### src/rtl/lkc_pkg.sv
package lkc_pkg;
  localparam int Capacity = 64;
  localparam int SlotW = $clog2(Capacity);
  localparam int CountW = $clog2(Capacity + 1);

  localparam logic [2:0] ST_MISS = 3'd0;
  localparam logic [2:0] ST_HIT = 3'd1;
  localparam logic [2:0] ST_INS = 3'd2;
  localparam logic [2:0] ST_EVICT = 3'd3;
  localparam logic [2:0] ST_DUP = 3'd4;
  localparam logic [2:0] ST_EMPTY = 3'd5;

  localparam logic OP_LOOKUP = 1'b0;
  localparam logic OP_INSERT = 1'b1;

  // link update steps
  localparam logic [3:0] LK_NONE = 4'd0;
  localparam logic [3:0] LK_UNL_OLDER = 4'd1;   // older[nw] = od
  localparam logic [3:0] LK_UNL_NEWER = 4'd2;   // newer[od] = nw
  localparam logic [3:0] LK_TGT_OLDER = 4'd3;   // older[tgt] = head
  localparam logic [3:0] LK_TGT_NEWER = 4'd4;   // newer[tgt] = tail
  localparam logic [3:0] LK_TAIL_OLDER = 4'd5;  // older[tail] = tgt
  localparam logic [3:0] LK_HEAD_NEWER = 4'd6;  // newer[head] = tgt
  localparam logic [3:0] LK_SELF = 4'd7;        // slot 0 links to itself
  localparam logic [3:0] LK_SEL_TGT = 4'd9;     // pick target slot
  localparam logic [3:0] LK_SET_HEAD = 4'd10;   // head = tgt

  // commands from controller to datapath
  typedef struct packed {
    logic load;       // latch request, clear scan index
    logic scan_rd;    // read key at scan index
    logic scan_inc;   // advance scan index
    logic rd_links;   // read links of selected slot
    logic rd_head;    // read newer link of head
    logic wr_entry;   // write key/handle/length at target
    logic [3:0] lnk;  // link update step
    logic done;       // produce result
  } lkc_cmd_t;

  // status back to controller
  typedef struct packed {
    logic scan_end;   // scan index reached entry_count
    logic match;      // registered key compare
    logic is_head;    // found slot is head
    logic empty;      // entry_count zero
    logic full;       // entry_count at capacity
    logic op;
    logic len_zero;
  } lkc_stat_t;
endpackage

### src/rtl/lkc_ctrl.sv
module lkc_ctrl (
  input  logic               clk,
  input  logic               rst,
  input  logic               start,
  output logic               busy,
  input  lkc_pkg::lkc_stat_t stat,
  output lkc_pkg::lkc_cmd_t  cmd
);
  import lkc_pkg::*;

  typedef enum logic [4:0] {
    S_IDLE, S_SCAN, S_WAIT1, S_WAIT2, S_CHK, S_HITRD, S_HITLK, S_UN1, S_UN2,
    S_HEADRD, S_HEADLK, S_TGT, S_L3, S_L4, S_L5, S_L6, S_SETH,
    S_EVRD, S_EVWAIT, S_WR, S_FIRST, S_DONE
  } state_t;

  state_t state;
  logic   moving;

  always_ff @(posedge clk) begin
    if (rst) begin
      state <= S_IDLE;
      busy <= 1'b0;
      moving <= 1'b0;
    end else begin
      unique case (state)
        S_IDLE: if (start) begin state <= S_SCAN; busy <= 1'b1; end
        S_SCAN: if (stat.match) state <= S_CHK;
                else if (stat.scan_end) state <= S_WAIT1;
        S_WAIT1: state <= S_WAIT2;
        S_WAIT2: state <= S_CHK;
        S_CHK: begin
          if (stat.match) begin
            if (stat.op == OP_LOOKUP && !stat.is_head) begin
              moving <= 1'b1;
              state <= S_HITRD;
            end else state <= S_DONE;
          end else if (stat.op == OP_LOOKUP || stat.len_zero) state <= S_DONE;
          else begin
            moving <= 1'b0;
            if (stat.empty) state <= S_FIRST;
            else if (stat.full) state <= S_EVRD;
            else state <= S_HEADRD;
          end
        end
        S_HITRD: state <= S_HITLK;
        S_HITLK: state <= S_UN1;
        S_UN1: state <= S_UN2;
        S_UN2: state <= S_HEADRD;
        S_HEADRD: state <= S_HEADLK;
        S_HEADLK: state <= S_TGT;
        S_TGT: state <= S_L3;
        S_L3: state <= S_L4;
        S_L4: state <= S_L5;
        S_L5: state <= S_L6;
        S_L6: state <= moving ? S_SETH : S_WR;
        S_SETH: state <= S_DONE;
        S_FIRST: state <= S_WR;
        S_EVRD: state <= S_EVWAIT;
        S_EVWAIT: state <= S_WR;
        S_WR: state <= S_DONE;
        S_DONE: begin state <= S_IDLE; busy <= 1'b0; moving <= 1'b0; end
        default: state <= S_IDLE;
      endcase
    end
  end

  always_comb begin
    cmd = '0;
    unique case (state)
      S_IDLE: cmd.load = start;
      S_SCAN: begin
        cmd.scan_rd = !stat.scan_end;
        cmd.scan_inc = !stat.scan_end;
      end
      S_HITRD: ;
      S_HITLK: cmd.rd_links = 1'b1;
      S_UN1: cmd.lnk = LK_UNL_OLDER;
      S_UN2: cmd.lnk = LK_UNL_NEWER;
      S_HEADRD: cmd.rd_head = 1'b1;
      S_HEADLK: cmd.rd_head = 1'b1;
      S_TGT: cmd.lnk = LK_SEL_TGT;
      S_L3: cmd.lnk = LK_TGT_OLDER;
      S_L4: cmd.lnk = LK_TGT_NEWER;
      S_L5: cmd.lnk = LK_TAIL_OLDER;
      S_L6: cmd.lnk = LK_HEAD_NEWER;
      S_SETH: cmd.lnk = LK_SET_HEAD;
      S_FIRST: cmd.lnk = LK_SELF;
      S_EVRD: cmd.rd_head = 1'b1;
      S_EVWAIT: cmd.lnk = LK_SEL_TGT;
      S_WR: cmd.wr_entry = 1'b1;
      S_DONE: cmd.done = 1'b1;
      default: ;
    endcase
  end
endmodule

### config.mk
export PLATFORM = sky130hd
export DESIGN_NAME = lkc_ctrl
export DESIGN_NICKNAME = d
export VERILOG_FILES = /design/src/rtl/lkc_pkg.sv /design/src/rtl/lkc_ctrl.sv
export SDC_FILE = /design/constraint.sdc
export NUM_CORES = 1
export LEC_CHECK = 0
export BUFFER_PORTS_ARGS = -buffer_cell sky130_fd_sc_hd__buf_4
export CAP_MARGIN = 30
export CORE_AREA = 2 2 42 44
export CTS_BUF_LIST = sky130_fd_sc_hd__clkbuf_16
export DETAILED_ROUTE_END_ITERATION = 10
export DIE_AREA = 0 0 44 46
export PLACE_DENSITY = 0.78
export SYNTH_ARGS = -nofsm -noshare
export SYNTH_HDL_FRONTEND = slang
export SYNTH_SLANG_ARGS = --single-unit
### constraint.sdc
create_clock -name clk -period 2.2 [get_ports clk]
set_input_delay 0.11 -clock clk [delete_from_list [all_inputs] [get_ports clk]]
set_output_delay 0.11 -clock clk [all_outputs]
set_load 0.005 [all_outputs]
==> results.toml <==
[placed_design]
io_buffers = 21
gp_congestion = 0.843
dpl.hpwl_um = 1570

[floorplan]
core-area_um2 = 1610
ios = 22
die_h_um = 46
fp.dieArea_um2 = 2020
die_w_um = 44
fp-row-count = 15
start_util = 0.496

[flow_run]
maxCapViolations = 0

[pwr]
total_power_uw = 1320
p_seq_frac = 0.278
p_leak_uw = 0.000422
clockPowerShare = 0.236
switching_power_uw = 572
p_sw_frac = 0.432
p_per_area_nw_per_um2 = 1330
p_comb_frac = 0.485
intPower_uw = 752
ir_worst_vdd_v = 0.000777

[yosys]
synth_edf_count = 0
ys_types = 46
syn_area_per_cell_um2 = 7.41
ys.flop_type = "dfxtp_1"
yosysTopAreaCell = "dfxtp_1"
netlist_area_um2 = 801
ys_warn_count = 0
yosys-top-cells-area = "dfxtp_1 18%, a21oi_1 6.3%, nand2b_1 6.3%"
syn-num-nets = 118
ys_seq_elements = 7
synthArstFlopShare = 0
netlist_instances = 108
ys_seq_area_frac = 0.175
synth_top_area_share = 0.175

[sta]
setup_viol = 0
tightest_slew_ps = 741
final.setup_skew_ps = 1.80
max-slew-margin-rel = 0.505
maxSlewViolCount = 0
finalHoldViolCount = 0
timing.final.crit_share = 0.906
period_minus_slack_ps = 1990
rsz0062_at_grt = "no"
fin_setup_tns_ps = 0
fmax_mhz = 501

[clocking]
clockBufferDepth = 2
cts_tree = "built"
ctsHtreeMaxLevel = 1
clock-sinks = 7
cts.clk_slew.worst_paths_ps = 40
cts-resized-gates = 0
cts_made_buffers = 3
cts_hold_buf = 0
post-cts-setup-buffers = 0
cts_root_buf = "clkbuf_16"
worst_skew_pair.late_latency_ps = 230

[drt]
drc = 0
firstDrtPassIters = 5
drtIter0Drc = 33
via_per_inst = 6.41
vias = 897
wirelength_um = 2220
wl_per_cell_um = 15.8
route.antenna.remaining_nets = 0

[worst_setup_path]
cp-start-kind = "flip-flop"
crit_required_ps = 2090
cp.arrival_ps = 1880
crit_buf_inv = 1
cp_cell_sequence = "nor2b_1 > a22oi_1 > o22ai_1 > a32o_1 > buf_4"
worstSetupEndpointType = "output port"
criticalPathCategory = "reg2out"
slowest_stage = "dfxtp_1"
cp_top_family = "flip-flops"
crit_fanout = 21
rrSetupSlack_ps = 340
cpPeakStageDelay_ps = 790

[min_path]
worstHoldPathType = "in2reg"

[final_layout]
antenna_cells = 0
fillers = 143
drive_gt1_frac = 0.260
syn_to_final_growth_pct = 24.1
fin_nets = 134

[global_routing]
first_global_vias = 710
grt_remaining_overflow = 0
grt_util_all_layers = 0.237
grt_pass1_wl_um = 3430
antenna_found_initial = 0
grt_max_degree = 23

[status]
status = "completed"
state kept, by name, summed over array words and instances, names as in the netlist:
register / count
state: 5
moving: 1
busy: 1
final cells by class:
cell class / count / area (um^2) / area share
multi-input combinational: 86 / 573 / 0.577
timing repair buffer: 22 / 165 / 0.166
sequential: 7 / 140 / 0.141
clock buffer: 3 / 75.1 / 0.0756
tap: 17 / 21.3 / 0.0214
inverter: 4 / 15.0 / 0.0151
clock inverter: 1 / 3.75 / 0.00378
placed cells by master (no fill, tap or decap), types with 2 or more instances in the layout:
cell       netlist  routed
and3_1           2       2
o21ai_1          3       3
clkbuf_16        0       3
nor2b_1          4       4
nand2_1          3       3
dfxtp_1          7       7
buf_4            2      22
a211oi_1         2       2
a21oi_1         10      10
o22ai_1          2       2
a32oi_1          2       2
a21o_1           2       2
o21ai_0          2       2
inv_1            4       5
nor3_1           3       3
nand2b_1         8       8
nor3b_1          3       3
nor2_1          11      11
nand3_1          2       2
nand4b_1         2       2
power by group through the flow:
stage / registers (uW) / clock network (uW) / logic, uW
floorplan: 209 / 0 / 633
global placement: 357 / 0 / 624
detailed placement: 364 / 0 / 638
CTS: 362 / 318 / 642
global route: 387 / 323 / 712
finish: 368 / 313 / 643
synthesized netlist by cell type (2+ instances only):
cell type   n
a21oi_1    10
inv_1       4
a21o_1      2
a211oi_1    2
o22ai_1     2
nand3_1     2
nand2b_1    8
nor3_1      3
nor2b_1     4
a32oi_1     2
buf_4       2
and3_1      2
dfxtp_1     7
nor3b_1     3
nand2_1     3
o21ai_1     3
o21ai_0     2
buf_6       2
nor2_1     11
nand4b_1    2
buf_2       7
metrics by stage:
stage	hold WS (ps)	cells	utilization	area, um^2	setup WS [ps]
after floorplan	182	108	-	801	938
after global placement	340	136	0.567	915	467
after detailed placement	341	136	0.567	915	377
after CTS	96.9	140	0.616	993	203
after global routing	120	140	0.616	993	56.6
final	98.6	140	0.616	993	206
layer usage:
layer / GRT usage / vias up / routed length [um]
met5: 0 / - / 0
met4: 0.139 / 0 / 67
met3: 0.0397 / 9 / 116
met2: 0.344 / 36 / 1080
met1: 0.326 / 423 / 953
li1: - / 429 / -
path summary, 6_finish.rpt:
check,start,end,cells past startpoint
max reg2reg,state[3]$_SDFFE_PP0P_,state[2]$_SDFFE_PP0P_,4
max,state[0]$_SDFFE_PP0P_,cmd[1],5
min reg2reg,busy$_SDFFE_PP0P_,busy$_SDFFE_PP0P_,2
min,rst,busy$_SDFFE_PP0P_,2
logic make-up after synthesis:
| logic type | Yosys count | synth area share |
|---|---|---|
| simple gates | 50 | 0.389 |
| compound gates | 34 | 0.286 |
| buf+inv | 15 | 0.109 |
| flops | 7 | 0.175 |
| mux | 2 | 0.0406 |
(Power assumes the default switching activity.)
